[src/hdl/mh2_pkg.sv]
`timescale 1ns / 1ps
`default_nettype none
// ----------------------------------------------------------------------------
// mh2_pkg
// Shared constants, types and helpers of the streaming MurmurHash2 block.
// ----------------------------------------------------------------------------
package mh2_pkg;

  localparam logic [31:0] MIX_MUL     = 32'h5bd1e995;
  localparam int unsigned MIX_SHIFT   = 24;
  localparam int unsigned FIN_SHIFT_A = 13;
  localparam int unsigned FIN_SHIFT_B = 15;

  localparam logic [2:0] BYTES_FULL = 3'd4;
  localparam logic [2:0] BYTES_NONE = 3'd0;

  typedef enum logic [6:0] {
    S_IDLE = 7'b0000001,
    S_MK1  = 7'b0000010,
    S_MK2  = 7'b0000100,
    S_MA   = 7'b0001000,
    S_WB   = 7'b0010000,
    S_FIN  = 7'b0100000,
    S_OUT  = 7'b1000000
  } state_t;

  // mask for a partial word of 1 to 3 bytes
  function automatic logic [31:0] tail_mask(input logic [2:0] n);
    logic [31:0] m;
    m = 32'h00ffffff;
    if (n == 3'd1) begin
      m = 32'h000000ff;
    end else if (n == 3'd2) begin
      m = 32'h0000ffff;
    end
    return m;
  endfunction

endpackage
`default_nettype wire

[src/hdl/mh2_mul.sv]
`timescale 1ns / 1ps
`default_nettype none
// ----------------------------------------------------------------------------
// mh2_mul
// Shared multiplier: low 32 bits of operand times the mix constant, registered.
// ----------------------------------------------------------------------------
module mh2_mul (
  input  wire logic        clk,
  input  wire logic        en,
  input  wire logic [31:0] a,
  output logic      [31:0] p
);

  always_ff @(posedge clk) begin
    if (en) begin
      p <= a * mh2_pkg::MIX_MUL;
    end
  end

endmodule
`default_nettype wire

[src/hdl/murmur2_stream_hash.sv]
`timescale 1ns / 1ps
`default_nettype none
// ----------------------------------------------------------------------------
// murmur2_stream_hash
// Streaming 32-bit MurmurHash2 over little-endian words, one shared multiplier.
// ----------------------------------------------------------------------------
//   channel  handshake            payload
//   in       in_valid/in_ready    word, valid_bytes, first, last, total_len
//   out      out_valid/out_ready  digest
//   cfg      cfg_we               cfg_wdata (seed)
//
// One item at a time. Full word: accept, three products through the one
// multiplier and write-back; partial word: accept, one product, write-back;
// empty: accept only. A last item adds the finalize product and result load.
// Reset is synchronous; seed and running hash clear to zero.
// A stalled output holds the block in its final state until the result moves.
module murmur2_stream_hash (
  input  wire logic        clk,
  input  wire logic        rst,
  input  wire logic        cfg_we,
  input  wire logic [31:0] cfg_wdata,
  input  wire logic        in_valid,
  output logic             in_ready,
  input  wire logic [31:0] word,
  input  wire logic [2:0]  valid_bytes,
  input  wire logic        first,
  input  wire logic        last,
  input  wire logic [30:0] total_len,
  output logic             out_valid,
  input  wire logic        out_ready,
  output logic      [31:0] digest
);

  mh2_pkg::state_t state, state_next;

  logic [31:0] seed;
  logic [31:0] running_hash;
  logic [31:0] wreg;
  logic        blk;
  logic        last_q;

  logic [2:0]  n_sat;
  logic [31:0] acc0;
  logic        accept;

  logic        mul_en;
  logic [31:0] mul_a;
  logic [31:0] mul_p;
  logic [31:0] fin_val;
  logic        out_load;

  assign in_ready = (state == mh2_pkg::S_IDLE);
  assign accept   = in_valid && in_ready;
  assign n_sat    = (valid_bytes > mh2_pkg::BYTES_FULL) ? mh2_pkg::BYTES_FULL : valid_bytes;
  assign acc0     = first ? (seed ^ {1'b0, total_len}) : running_hash;
  assign fin_val  = mul_p ^ (mul_p >> mh2_pkg::FIN_SHIFT_B);
  assign out_load = (state == mh2_pkg::S_OUT) && (!out_valid || out_ready);

  always_comb begin
    mul_en = 1'b1;
    mul_a  = wreg;
    unique case (state)
      mh2_pkg::S_MK1: mul_a = wreg;
      mh2_pkg::S_MK2: mul_a = mul_p ^ (mul_p >> mh2_pkg::MIX_SHIFT);
      mh2_pkg::S_MA:  mul_a = running_hash;
      mh2_pkg::S_FIN: mul_a = running_hash ^ (running_hash >> mh2_pkg::FIN_SHIFT_A);
      mh2_pkg::S_IDLE,
      mh2_pkg::S_WB,
      mh2_pkg::S_OUT: mul_en = 1'b0;
      default:        mul_en = 1'b0;
    endcase
  end

  mh2_mul u_mul (
    .clk (clk),
    .en  (mul_en),
    .a   (mul_a),
    .p   (mul_p)
  );

  always_comb begin
    state_next = state;
    unique case (state)
      mh2_pkg::S_IDLE: begin
        if (accept) begin
          if (n_sat == mh2_pkg::BYTES_FULL) begin
            state_next = mh2_pkg::S_MK1;
          end else if (n_sat != mh2_pkg::BYTES_NONE) begin
            state_next = mh2_pkg::S_MA;
          end else if (last) begin
            state_next = mh2_pkg::S_FIN;
          end
        end
      end
      mh2_pkg::S_MK1: state_next = mh2_pkg::S_MK2;
      mh2_pkg::S_MK2: state_next = mh2_pkg::S_MA;
      mh2_pkg::S_MA:  state_next = mh2_pkg::S_WB;
      mh2_pkg::S_WB:  state_next = last_q ? mh2_pkg::S_FIN : mh2_pkg::S_IDLE;
      mh2_pkg::S_FIN: state_next = mh2_pkg::S_OUT;
      mh2_pkg::S_OUT: state_next = out_load ? mh2_pkg::S_IDLE : mh2_pkg::S_OUT;
      default:        state_next = mh2_pkg::S_IDLE;
    endcase
  end

  always_ff @(posedge clk) begin
    if (rst) begin
      state        <= mh2_pkg::S_IDLE;
      seed         <= '0;
      running_hash <= '0;
      out_valid    <= 1'b0;
    end else begin
      state <= state_next;
      if (cfg_we) begin
        seed <= cfg_wdata;
      end
      if (accept) begin
        // tail bytes are folded in before the single multiply
        if (n_sat != mh2_pkg::BYTES_FULL && n_sat != mh2_pkg::BYTES_NONE) begin
          running_hash <= acc0 ^ (word & mh2_pkg::tail_mask(n_sat));
        end else begin
          running_hash <= acc0;
        end
      end else if (state == mh2_pkg::S_WB) begin
        running_hash <= mul_p ^ wreg;
      end
      if (out_load) begin
        out_valid <= 1'b1;
      end else if (out_ready) begin
        out_valid <= 1'b0;
      end
    end
  end

  always_ff @(posedge clk) begin
    if (accept) begin
      wreg   <= word;
      blk    <= (n_sat == mh2_pkg::BYTES_FULL);
      last_q <= last;
    end else if (state == mh2_pkg::S_MA) begin
      // keep the mixed key for the block path, nothing for the tail path
      wreg <= blk ? mul_p : '0;
    end
    if (out_load) begin
      digest <= fin_val;
    end
  end

`ifndef SYNTHESIS
  a_out_from_final: assert property (@(posedge clk) disable iff (rst)
    $rose(out_valid) |-> $past(state == mh2_pkg::S_OUT))
    else $error("result appeared outside the final state");

  a_empty_last_fin: assert property (@(posedge clk) disable iff (rst)
    (accept && last && valid_bytes == mh2_pkg::BYTES_NONE) |=> state == mh2_pkg::S_FIN)
    else $error("empty last item did not go to finalize");

  a_wb_ready: assert property (@(posedge clk) disable iff (rst)
    (state == mh2_pkg::S_WB && !last_q) |=> in_ready)
    else $error("not ready after a non-last item");
`endif

endmodule
`default_nettype wire

[config.mk]
export PLATFORM = sky130hd
export DESIGN_NAME = murmur2_stream_hash
export DESIGN_NICKNAME = d
export VERILOG_FILES = /design/src/hdl/mh2_pkg.sv /design/src/hdl/mh2_mul.sv /design/src/hdl/murmur2_stream_hash.sv
export SDC_FILE = /design/constraint.sdc
export NUM_CORES = 1
export LEC_CHECK = 0
export BUFFER_PORTS_ARGS = -buffer_cell sky130_fd_sc_hd__buf_2
export CAP_MARGIN = 10
export CELL_PAD_IN_SITES_DETAIL_PLACEMENT = 1
export CELL_PAD_IN_SITES_GLOBAL_PLACEMENT = 1
export CORE_UTILIZATION = 37
export DETAILED_ROUTE_END_ITERATION = 6
export PLACE_DENSITY = 0.65
export RECOVER_POWER = 25
export REMOVE_ABC_BUFFERS = 1
export SLEW_MARGIN = 20
export SYNTH_ARGS = -nofsm -noshare
export SYNTH_HDL_FRONTEND = slang
export SYNTH_SLANG_ARGS = --single-unit
[constraint.sdc]
create_clock -name clk -period 19.7 [get_ports clk]
set_input_delay 0.985 -clock clk [delete_from_list [all_inputs] [get_ports clk]]
set_output_delay 0.985 -clock clk [all_outputs]
set_load 0.02 [all_outputs]
==> summary.txt <==
Outcome
  • Status: finished with violations
  • Failing checks: max-capacitance violations, max-slew violations

Detailed routing
  • Remaining antenna violation count after routing: 0
  • Average wire per standard cell: 22.01 microns
  • Initial drt markers: 783
  • Drc violations: 0
  • Number of detailed-routing iterations run before antenna repair: 5
  • Total wire length: 56.44 mm
  • Routed vias: 13,260
  • Mean number of vias per cell: 5.171

Cells and area
  • Final-stage net count: 2,446
  • Final instance area: 19,430 sq um
  • Share of layout cells above drive strength 1: 0.1012
  • Fillcell total: 5,388
  • N_diodes: 0
  • Finished Layout Cells: 2,564
  • Area delta synth->final: 11.14%

Placement
  • Placed wire-length estimate: 44.61 mm
  • Cells after DPL: 2,531
  • Total placed instance area: 18,860 sq um
  • Count of input and output buffers: 138
  • Final weighted congestion in routability-driven placement: 0.8972

Yosys
  • Count of mapped cells out of synthesis: 1,831
  • Area of the mapped netlist: 17,480 sq um
  • Seq cells post-synth: 170
  • Warnings, synthesis: 0
  • Number of flops mapped to enable cells by yosys: 98
  • Main area contributors after synthesis: sky130_fd_sc_hd__fa_1 (21%), sky130_fd_sc_hd__edfxtp_1 (17%), sky130_fd_sc_hd__ha_1 (15%)
  • Biggest area consumer among synthesized cells: sky130_fd_sc_hd__fa_1
  • Share of the yosys chip area belonging to registers: 0.2508
  • Post-synth cell types: 63
  • Most common cell in the synthesized netlist: sky130_fd_sc_hd__inv_1
  • Leading register cell type out of synthesis: sky130_fd_sc_hd__edfxtp_1
  • Share of the synthesized area in the top cell type: 0.2073
  • Post-synth ARST share: 0
  • Post-Syn Area per Cell: 9.548 sq um
  • Leading cell types by count after synthesis: sky130_fd_sc_hd__inv_1 (362), sky130_fd_sc_hd__ha_1 (216), sky130_fd_sc_hd__fa_1 (181)

Clock tree
  • Root Buffer Master: sky130_fd_sc_hd__clkbuf_16
  • Number of hold-repair buffers added at the cts stage: 0
  • Post-CTS setup-driven buffer insertion count: 0
  • Clock input transition at the sequential cells of the worst setup and hold paths: 0.07 ns
  • Clock buffers created by TritonCTS: 17
  • TritonCTS clock tree: built
  • Maximum level of the CTS H-tree: 4
  • Number of buffers on the longest clock path: 2
  • Clk Latency, worst-skew pair: 0.45 ns
  • Number of clock sinks: 170
  • Post-cts sizing count: 0

Floorplan
  • Site row count: 79
  • Core region area: 46,560 sq um
  • Ports placed on the boundary: 139
  • Initial Utilization: 0.3755
  • Area of the die: 48,120 sq um
  • Die X: 219.4 microns
  • Die boundary height: 219.4 microns

Timing
  • Top achievable clock speed: 105.9 MHz
  • Transition time at the pin with the least slew margin: 3.740 ns
  • Period utilisation layout: 0.4792
  • Worst slew margin relative to its limit: -1.493
  • Final Max Tran Viols: 70
  • Setup TNS: 0 ns
  • Max Clock Skew: 0.008585 ns
  • Setup-failing EPs final: 0
  • Unrepaired setup endpoints after global routing: no
  • Count of endpoints failing hold in the final timing report: 0
  • Min cycle time layout: 9.441 ns

Worst setup path
  • Largest stage delay, worst path: 0.86 ns
  • Kind of end point of the critical path: flop
  • Critical path's top delay family: adder cells
  • Kind of start point of the critical path: flop
  • Crit path kind: reg2reg
  • Worst path buffer plus inverter count: 5
  • Reg2reg setup slack: 10.26 ns
  • Signal arrival time at the worst endpoint: 9.76 ns
  • Data required time at the worst endpoint: 20.02 ns
  • Largest fanout on the critical path: 25
  • Crit-path most repeated cell: sky130_fd_sc_hd__fa_1
  • Slowest cell on the critical path: sky130_fd_sc_hd__or4b_1

Global route
  • Largest net degree at the start of global routing: 83
  • Initial antenna violation count: 0
  • Vias in the first global route: 14,180
  • Congestion Overflow GR: 0
  • Global router's overall resource usage: 0.2414
  • Global-route wire length before repair: 85.78 mm

Job
  • Max-Cap Viols: 1

Min path
  • Type of the most critical hold path: reg2reg
-- per-stage QoR --
step                      utilization  setup WS (ns)  hold WS, ns
after floorplan                     -          11.06       0.4607
after global routing           0.4173          9.740       0.5480
final                          0.4173          10.26       0.5171
after global placement         0.4051          10.61       0.4838
after CTS                      0.4171          10.29       0.5247
after detailed placement       0.4051          10.33       0.5090
-- state kept, by name, summed over array words and instances, names as in the netlist --
register / flops
blk: 1
digest: 32
last_q: 1
out_valid: 1
running_hash: 32
seed: 32
state: 7
u_mul.p: 32
wreg: 32
-- cell usage in the layout, fill, tap and decap left out, drive strengths merged, types with 7 or more instances in the layout --
cell type and n:
ha 216, nor2b 10, a211oi 63, nand3 47, xnor2 116, fa 181, o21bai 7, nor2 115
dfxtp 72, nand2 171, xor2 44, nor3 7, clkbuf 29, mux2i 32, buf 151, inv 369
o21ai 49, edfxtp 98, a21oi 58, a21o 12, o2111ai 7, a22oi 15
-- cells by family after synthesis --
family                   share of synthesized area
flip-flops                                  0.2508
XOR/XNOR                                   0.08402
AO/OA/AOI/OAI                              0.09519
buffers and inverters                      0.09333
multiplexers                               0.01832
adder cells (fa/ha/maj)                     0.3619
AND/OR/NAND/NOR                            0.09648
-- worst register-to-register path: cells and delay by family, from the launching register on --
kind,cells,cell delay (ns)
compound gates,8,1.67
buf+inv,5,0.59
fa+ha+maj,9,3.95
simple gates,5,2.74
flops,1,0.38
-- final timing paths --
path | start | to | cells after the start
setup / recovery | state[6] | u_mul.p[26] | 27
hold / removal | seed[29] | seed[29] | 2
setup reg to reg | state[6] | u_mul.p[26] | 27
hold reg to reg | seed[29] | seed[29] | 2
-- cell type report --
class                           instances  area [sq um]  area share
Multi-Input combinational cell       1230         11490      0.5915
Inverter                              363          1363     0.07013
Clock buffer                           18         450.4     0.02318
Clock inverter                         14         110.1    0.005667
Tap cell                              607         759.5     0.03909
Timing Repair Buffer                  162         869.6     0.04476
Sequential cell                       170          4384      0.2257
-- layer usage --
metal / GRT usage / up-vias / part of all wire
li1: - / 6164 / -
met1: 0.3229 / 6762 / 0.46
met2: 0.4184 / 279 / 0.49
met3: 0.02426 / 54 / 0.036
met4: 0.05324 / 0 / 0.016
met5: 0 / - / 0
Power is not shown: default switching activity piles up to over one toggle a cycle in this logic, so the estimate is an artifact.
